File: src/design/lkvc_pkg.sv
// shared types and constants for the lru key-value cache
`default_nettype none

package lkvc_pkg;

    localparam int ENTRIES_DEFAULT = 16;
    localparam int KEY_W           = 32;
    localparam int VAL_W           = 32;
    localparam int CAP_W           = 5;
    localparam logic [CAP_W-1:0] CAP_RESET = 5'd16;

    localparam logic ACT_GET = 1'b0;
    localparam logic ACT_PUT = 1'b1;

    localparam logic [VAL_W-1:0] MISS_VALUE = '1;

    typedef struct packed {
        logic capture;
        logic commit;
    } t_cmd;

    typedef struct packed {
        logic is_get;
    } t_stat;

endpackage

`default_nettype wire

File: src/design/lkvc_ctrl.sv
// control state machine: accept, commit and output handshake
`default_nettype none

module lkvc_ctrl (
    input  wire logic         i_clk,
    input  wire logic         i_rst_n,
    input  wire logic         i_in_valid,
    output logic              o_in_stall,
    output logic              o_out_valid,
    input  wire logic         i_out_stall,
    input  wire lkvc_pkg::t_stat i_stat,
    output lkvc_pkg::t_cmd    o_cmd
);

    typedef enum logic [1:0] {
        S_IDLE   = 2'b01,
        S_COMMIT = 2'b10
    } t_state;

    t_state r_state, n_state;
    logic   r_out_valid, n_out_valid;
    logic   w_can_commit;

    assign w_can_commit = !(i_stat.is_get && r_out_valid && i_out_stall);

    always_comb begin
        n_state     = r_state;
        o_cmd       = '0;
        o_in_stall  = 1'b1;
        case (r_state)
            S_IDLE: begin
                o_in_stall = 1'b0;
                if (i_in_valid) begin
                    o_cmd.capture = 1'b1;
                    n_state       = S_COMMIT;
                end
            end
            S_COMMIT: begin
                if (w_can_commit) begin
                    o_cmd.commit = 1'b1;
                    n_state      = S_IDLE;
                end
            end
            default: begin
                n_state = S_IDLE;
            end
        endcase
    end

    assign n_out_valid = (r_out_valid && i_out_stall) || (o_cmd.commit && i_stat.is_get);

    always_ff @(posedge i_clk) begin
        if (!i_rst_n) begin
            r_state     <= S_IDLE;
            r_out_valid <= 1'b0;
        end else begin
            r_state     <= n_state;
            r_out_valid <= n_out_valid;
        end
    end

    assign o_out_valid = r_out_valid;

endmodule

`default_nettype wire

File: src/design/lkvc_datapath.sv
// key cam, value memory, recency ranks and occupancy
`default_nettype none

module lkvc_datapath #(
    parameter int ENTRIES = lkvc_pkg::ENTRIES_DEFAULT
) (
    input  wire logic                        i_clk,
    input  wire logic                        i_rst_n,
    input  wire lkvc_pkg::t_cmd              i_cmd,
    output lkvc_pkg::t_stat                  o_stat,
    input  wire logic                        i_cfg_we,
    input  wire logic [lkvc_pkg::CAP_W-1:0]  i_cfg_data,
    input  wire logic                        i_action,
    input  wire logic [lkvc_pkg::KEY_W-1:0]  i_key,
    input  wire logic [lkvc_pkg::VAL_W-1:0]  i_value,
    output logic                             o_hit,
    output logic [lkvc_pkg::VAL_W-1:0]       o_read_value
);

    localparam int IW = (ENTRIES > 1) ? $clog2(ENTRIES) : 1;
    localparam int CW = $clog2(ENTRIES + 1);
    localparam int EW = (CW > lkvc_pkg::CAP_W) ? CW : lkvc_pkg::CAP_W;

    logic [lkvc_pkg::KEY_W-1:0] r_keys [ENTRIES];
    logic [lkvc_pkg::VAL_W-1:0] r_mem  [ENTRIES];
    logic [ENTRIES-1:0]         r_valid;
    logic [IW-1:0]              r_age  [ENTRIES];
    logic [CW-1:0]              r_occ;
    logic [lkvc_pkg::CAP_W-1:0] r_cap;

    // captured item and lookup results
    logic                       r_action;
    logic [lkvc_pkg::KEY_W-1:0] r_key_in;
    logic [lkvc_pkg::VAL_W-1:0] r_value_in;
    logic                       r_hit;
    logic [IW-1:0]              r_hit_idx;
    logic [IW-1:0]              r_hit_age;
    logic                       r_have_free;
    logic [IW-1:0]              r_free_idx;
    logic [IW-1:0]              r_victim_idx;

    logic                       r_o_hit;
    logic [lkvc_pkg::VAL_W-1:0] r_o_value;

    logic [ENTRIES-1:0] w_match, w_free, w_low_free, w_victim;
    logic [IW-1:0]      w_hit_idx, w_hit_age, w_free_idx, w_victim_idx, w_oldest;
    logic [EW-1:0]      w_cap, w_eff, w_occ;
    logic               w_evict;
    logic [IW-1:0]      w_slot;

    assign w_oldest   = IW'(r_occ - CW'(1));
    assign w_free     = ~r_valid;
    assign w_low_free = w_free & (~w_free + ENTRIES'(1));

    always_comb begin
        w_hit_idx    = '0;
        w_hit_age    = '0;
        w_free_idx   = '0;
        w_victim_idx = '0;
        for (int i = 0; i < ENTRIES; i++) begin
            w_match[i]  = r_valid[i] && (r_keys[i] == i_key);
            w_victim[i] = r_valid[i] && (r_age[i] == w_oldest);
            if (w_match[i]) begin
                w_hit_idx = w_hit_idx | IW'(i);
                w_hit_age = w_hit_age | r_age[i];
            end
            if (w_low_free[i]) begin
                w_free_idx = w_free_idx | IW'(i);
            end
            if (w_victim[i]) begin
                w_victim_idx = w_victim_idx | IW'(i);
            end
        end
    end

    // effective capacity: zero acts as one, clipped to the table size
    always_comb begin
        w_cap = EW'(r_cap);
        w_occ = EW'(r_occ);
        if (w_cap == '0) begin
            w_eff = EW'(1);
        end else if (w_cap > EW'(ENTRIES)) begin
            w_eff = EW'(ENTRIES);
        end else begin
            w_eff = w_cap;
        end
        w_evict = (w_occ >= w_eff);
        if (w_evict) begin
            w_slot = (r_have_free && (r_free_idx < r_victim_idx)) ? r_free_idx : r_victim_idx;
        end else begin
            w_slot = r_free_idx;
        end
    end

    always_ff @(posedge i_clk) begin
        if (i_cmd.capture) begin
            r_action     <= i_action;
            r_key_in     <= i_key;
            r_value_in   <= i_value;
            r_hit        <= |w_match;
            r_hit_idx    <= w_hit_idx;
            r_hit_age    <= w_hit_age;
            r_have_free  <= |w_free;
            r_free_idx   <= w_free_idx;
            r_victim_idx <= w_victim_idx;
        end
    end

    // value memory and output payload
    always_ff @(posedge i_clk) begin
        if (i_cmd.commit) begin
            if (r_action == lkvc_pkg::ACT_GET) begin
                r_o_hit   <= r_hit;
                r_o_value <= r_hit ? r_mem[r_hit_idx] : lkvc_pkg::MISS_VALUE;
            end else if (r_hit) begin
                r_mem[r_hit_idx] <= r_value_in;
            end else begin
                r_mem[w_slot] <= r_value_in;
            end
        end
    end

    always_ff @(posedge i_clk) begin
        if (i_cmd.commit && r_action == lkvc_pkg::ACT_PUT && !r_hit) begin
            r_keys[w_slot] <= r_key_in;
        end
    end

    always_ff @(posedge i_clk) begin
        if (!i_rst_n) begin
            r_valid <= '0;
            r_occ   <= '0;
            r_cap   <= lkvc_pkg::CAP_RESET;
            for (int i = 0; i < ENTRIES; i++) begin
                r_age[i] <= '0;
            end
        end else begin
            if (i_cfg_we) begin
                r_cap <= i_cfg_data;
            end
            if (i_cmd.commit) begin
                if (r_hit) begin
                    // touch: younger entries age by one
                    for (int i = 0; i < ENTRIES; i++) begin
                        if (IW'(i) == r_hit_idx) begin
                            r_age[i] <= '0;
                        end else if (r_valid[i] && (r_age[i] < r_hit_age)) begin
                            r_age[i] <= r_age[i] + IW'(1);
                        end
                    end
                end else if (r_action == lkvc_pkg::ACT_PUT) begin
                    for (int i = 0; i < ENTRIES; i++) begin
                        if (IW'(i) == w_slot) begin
                            r_valid[i] <= 1'b1;
                            r_age[i]   <= '0;
                        end else if (w_evict && IW'(i) == r_victim_idx) begin
                            r_valid[i] <= 1'b0;
                            r_age[i]   <= '0;
                        end else if (r_valid[i]) begin
                            r_age[i] <= r_age[i] + IW'(1);
                        end
                    end
                    if (!w_evict) begin
                        r_occ <= r_occ + CW'(1);
                    end
                end
            end
        end
    end

    assign o_stat.is_get = (r_action == lkvc_pkg::ACT_GET);
    assign o_hit         = r_o_hit;
    assign o_read_value  = r_o_value;

endmodule

`default_nettype wire

File: src/design/lru_key_value_cache_unit.sv
// lru key-value cache: one item at a time, accept edge then commit edge
// a get's result beat is valid right after the commit edge
// a new item is taken only once the last has committed: lookup, then read-modify-write of ranks and value memory
// a get waits in commit while an earlier result beat is still stalled
// reset (synchronous, active low) clears valid bits, ranks, count; capacity returns to 16
`default_nettype none

module lru_key_value_cache_unit #(
    parameter int ENTRIES = lkvc_pkg::ENTRIES_DEFAULT
) (
    input  wire logic                              i_clk,
    input  wire logic                              i_rst_n,
    input  wire logic                              i_cfg_we,
    input  wire logic [lkvc_pkg::CAP_W-1:0]        i_cfg_data,
    input  wire logic                              i_in_valid,
    output logic                                   o_in_stall,
    input  wire logic                              i_action,
    input  wire logic signed [lkvc_pkg::KEY_W-1:0] i_key,
    input  wire logic signed [lkvc_pkg::VAL_W-1:0] i_value,
    output logic                                   o_out_valid,
    input  wire logic                              i_out_stall,
    output logic                                   o_hit,
    output logic signed [lkvc_pkg::VAL_W-1:0]      o_read_value
);

    lkvc_pkg::t_cmd  w_cmd;
    lkvc_pkg::t_stat w_stat;
    logic [lkvc_pkg::VAL_W-1:0] w_read_value;

    lkvc_ctrl u_ctrl (
        .i_clk       (i_clk),
        .i_rst_n     (i_rst_n),
        .i_in_valid  (i_in_valid),
        .o_in_stall  (o_in_stall),
        .o_out_valid (o_out_valid),
        .i_out_stall (i_out_stall),
        .i_stat      (w_stat),
        .o_cmd       (w_cmd)
    );

    lkvc_datapath #(
        .ENTRIES (ENTRIES)
    ) u_datapath (
        .i_clk        (i_clk),
        .i_rst_n      (i_rst_n),
        .i_cmd        (w_cmd),
        .o_stat       (w_stat),
        .i_cfg_we     (i_cfg_we),
        .i_cfg_data   (i_cfg_data),
        .i_action     (i_action),
        .i_key        (i_key),
        .i_value      (i_value),
        .o_hit        (o_hit),
        .o_read_value (w_read_value)
    );

    assign o_read_value = w_read_value;

endmodule

`default_nettype wire

File: config.mk
export PLATFORM = sky130hd
export DESIGN_NAME = lru_key_value_cache_unit
export DESIGN_NICKNAME = d
export VERILOG_FILES = /design/src/design/lkvc_pkg.sv /design/src/design/lkvc_ctrl.sv /design/src/design/lkvc_datapath.sv /design/src/design/lru_key_value_cache_unit.sv
export SDC_FILE = /design/constraint.sdc
export NUM_CORES = 2
export LEC_CHECK = 0
export BUFFER_PORTS_ARGS = -buffer_cell sky130_fd_sc_hd__buf_2
export CORE_MARGIN = 5
export CORE_UTILIZATION = 35
export DETAILED_ROUTE_END_ITERATION = 8
export PLACE_DENSITY = 0.63
export SKIP_LAST_GASP = 1
export SLEW_MARGIN = 30
export SYNTH_ARGS = -nofsm -noshare
export SYNTH_HDL_FRONTEND = slang
export SYNTH_HIERARCHICAL = 1
export SYNTH_SLANG_ARGS = --single-unit
File: constraint.sdc
create_clock -name i_clk -period 5.3 [get_ports i_clk]
set_clock_uncertainty 0.05 [all_clocks]
set_input_delay 0.265 -clock i_clk [delete_from_list [all_inputs] [get_ports i_clk]]
set_output_delay 0.265 -clock i_clk [all_outputs]
set_load 0.005 [all_outputs]
==> flow_summary.ini <==
[run_status]
status = completed

[timing]
worst_slew_pin_slew_ns = 1.04
relSlewSlack = 0.306
finalCritPeriodShare = 0.794
final.setup.tns_ns = 0
fmax_mhz = 238
min_period_ns = 4.21
hold_viol_final = 0
setup_ws_ns = 1.09
rsz0062_at_grt = no
hold_slack_ns = 0.0388
setup_violations = 0
maxSlewViolCount = 0

[worst_setup_path]
critical_path_required_ns = 5.64
worstSetupStartpointType = flop
critPathKind = flop to flop
crit_arrival_ns = 4.55
ff2ff_setup_slack_ns = 1.09
r2r-end = u_datapath/r_mem[2][20]
r2r_start = u_datapath/r_action
path_max_fanout = 20
end_kind = flop
ff2ff_path_depth = 9

[cells_and_area]
area_growth_pct = 15.3
fin_nets = 3499
drive_above_1_share = 0.175
final_util = 0.405
n_fill_cell = 13400

[routing]
detail_route.wl_per_cell_um = 26.9
drc_errors = 0
first_iter_violations = 3636
firstDrtPassIters = 5
ant_nets = 0
viasPerCell = 5.40
num_vias = 29500
drt_wl_total_um = 147000

[power_and_ir_drop]
leakagePower_uw = 0.0196
power.density_nw_per_um2 = 337
ir_drop_v = 0.000285

[cts]
cts-root-buf = clkbuf_16
cts_buffers = 118
path_clk_slew_ns = 0.07
cts_tree = yes
clockBufferDepth = 3
clk_latency_ns = 0.75
cts_sinks = 1233
htreeDepth = 3

[min_path]
min-delay-start = i_key[16]
whs_path_depth = 1
whs_endpoint = u_datapath/r_key_in[16]
hold_path_class = input port to flop

[place]
hpwl_um = 93500
dpl_worst_slack_ns = 1.18
port_buffers = 109
gp_congestion = 0.947

[logic_synthesis]
synth_edf_count = 1204
synth_flop_cell = edfxtp_1
synth_xor_area_frac = 0.101
synth-simple-area-share = 0.0607
yosys-mux-area-fraction = 0.0701
synth.largest_area_cell = edfxtp_1
synth_compound_area_frac = 0.0325
synth_top_area_share = 0.690
synth_top_family_by_area = XOR/XNOR gates
synth_most_common_cell = edfxtp_1
yosysWarnings = 6
synthArstFlopShare = 0
synthTopCellsByArea = edfxtp_1, xor2_1, mux4_2
synthTopCellsByCount = edfxtp_1, xor2_1, mux4_2, xnor2_1, nor4_1
synth_nets = 3236
synth-adder-area-share = 0.0177
synth_area_per_cell_um2 = 17.0
synth_cells = 3087
synth-seq-area-share = 0.701
synth-seq-cells = 1233
synth_cell_types = 64
netlist_area_um2 = 52400

[floorplanning]
row_count = 142
start_util = 0.351
die_y_um = 397
die_w_um = 397
dieArea_um2 = 158000
io_pins = 110
core_um2 = 149000

[global_routing]
grt_usage = 0.184
grt_first_pass_wirelength_um = 211000
grt_max_degree = 98
grt_pass1_vias = 28900
grt_remaining_overflow = 0
antenna_found_initial = 7

[run]
cap_violations = 0
[registers in the layout, indices dropped and copies added (netlist names)]
name,flops
u_datapath/r_valid,16
u_datapath/r_key_in,32
u_datapath/r_free_idx,4
u_datapath/r_have_free,1
u_datapath/r_hit_age,4
u_datapath/r_cap,5
u_datapath/r_mem,512
u_datapath/r_value_in,32
u_datapath/r_occ,5
u_datapath/r_age,64
u_datapath/r_victim_idx,4
u_datapath/o_hit,1
u_ctrl/r_state,2
u_datapath/r_keys,512
u_datapath/r_hit,1
u_ctrl/o_out_valid,1
u_datapath/r_hit_idx,4
u_datapath/r_action,1
u_datapath/o_read_value,32
[worst max path at each step]
stage,start,to,slack [ns],depth (start not counted)
after floorplan,u_datapath/r_occ[0],u_datapath/r_mem[12][0],-0.26,12
after global placement,u_datapath/r_action,u_datapath/r_keys[6][27],1.19,9
after detailed placement,u_datapath/r_action,u_datapath/r_mem[2][2],1.18,9
after CTS,u_datapath/r_action,u_datapath/r_mem[2][18],1.10,9
after global routing,u_datapath/r_action,u_datapath/r_mem[2][18],0.89,9
final,u_datapath/r_action,u_datapath/r_mem[2][20],1.09,9
[cell families (layout without fill, tap and decap cells)]
group,Yosys count,in the layout
DFF,1233,1233
xor gates and xnor gates,603,603
and+or+nand+nor,586,586
AOI/OAI and AO/OA,247,247
buffers and inverters,177,538
muxes,167,167
adders and majority gates,74,74
other,0,3
[power breakdown]
group          leakage (uW)  switching [uW]  internal (uW)  total (uW)
logic               0.00658             697            405        1100
registers            0.0112             188          10800       11000
clock network       0.00183            3700           4610        8310
total                0.0196            4590          15800       20400
[critical path: stages (launching register included)]
cell and delay [ns]:
edfxtp_1 0.37, inv_1 0.06, and3_1 0.20, nor2b_1 0.74, nand2_1 0.26, nor2_1 0.54
a31oi_1 0.16, buf_4 0.23, nor3_4 0.73, buf_4 0.48
[timing repair]
action / CTS / global route
gates resized for setup: 0 / 0
endpoints found under the hold margin: 69 / 0
hold buffers: 56 / 0
setup buffers: 0 / 0
[layout by cell type, fill, tap and decap left out, types with 10 or more instances in the layout]
| cell type | netlist | layout |
|---|---|---|
| edfxtp_1 | 1204 | 1204 |
| xor2_1 | 461 | 460 |
| mux4_2 | 160 | 160 |
| xnor2_1 | 142 | 141 |
| clkbuf_16 | 0 | 119 |
| buf_2 | 44 | 109 |
| nor4_1 | 103 | 103 |
| nor2_1 | 102 | 99 |
| buf_4 | 37 | 97 |
| nand3_1 | 94 | 94 |
| ha_1 | 74 | 74 |
| nand2b_1 | 59 | 59 |
| dlygate4sd3_1 | 0 | 56 |
| o21ai_0 | 56 | 56 |
| nand4_1 | 48 | 48 |
| nand2_1 | 48 | 45 |
| nor2b_1 | 37 | 36 |
| nor3_1 | 59 | 36 |
| a21oi_1 | 35 | 35 |
| clkinv_1 | 1 | 29 |
| dfxtp_1 | 29 | 29 |
| clkbuf_1 | 49 | 28 |
| inv_1 | 29 | 27 |
| o211ai_1 | 20 | 20 |
| clkinv_2 | 0 | 19 |
| a41oi_1 | 18 | 18 |
| nor3_2 | 0 | 18 |
| a22o_1 | 18 | 18 |
| a221oi_1 | 16 | 16 |
| a31oi_1 | 15 | 14 |
| nor4bb_1 | 13 | 13 |
| a21o_1 | 11 | 11 |
| buf_8 | 0 | 11 |
| buf_6 | 5 | 10 |
[area by class of cell]
class,count,area [um^2],area share
Multi-Input combinational cell,1677,15000,0.249
Clock inverter,69,672,0.0111
Sequential cell,1233,36700,0.608
Inverter,32,120,0.00199
Tap cell,2016,2520,0.0417
Antenna cell,3,7.51,0.000124
Clock buffer,149,3110,0.0515
Timing Repair Buffer,288,2230,0.0370
[metrics by stage]
step	power [uW]	std cells	area, um^2
2_1_floorplan	11700	3087	52400
3_3_place_gp	12200	5166	55700
3_5_place_dp	12300	5187	56000
4_1_cts	20500	5461	60300
5_1_grt	21000	5465	60400
6_report	20400	5467	60400
[per-layer routing]
layer | global-route usage | share of wire | vias to the layer above
met5 | 0 | 0.000048 | -
met4 | 0.0497 | 0.027 | 2
met3 | 0.0359 | 0.088 | 243
met2 | 0.290 | 0.46 | 1521
met1 | 0.261 | 0.42 | 15200
li1 | - | - | 12500
Note: power is estimated with default switching activity, not from simulation.
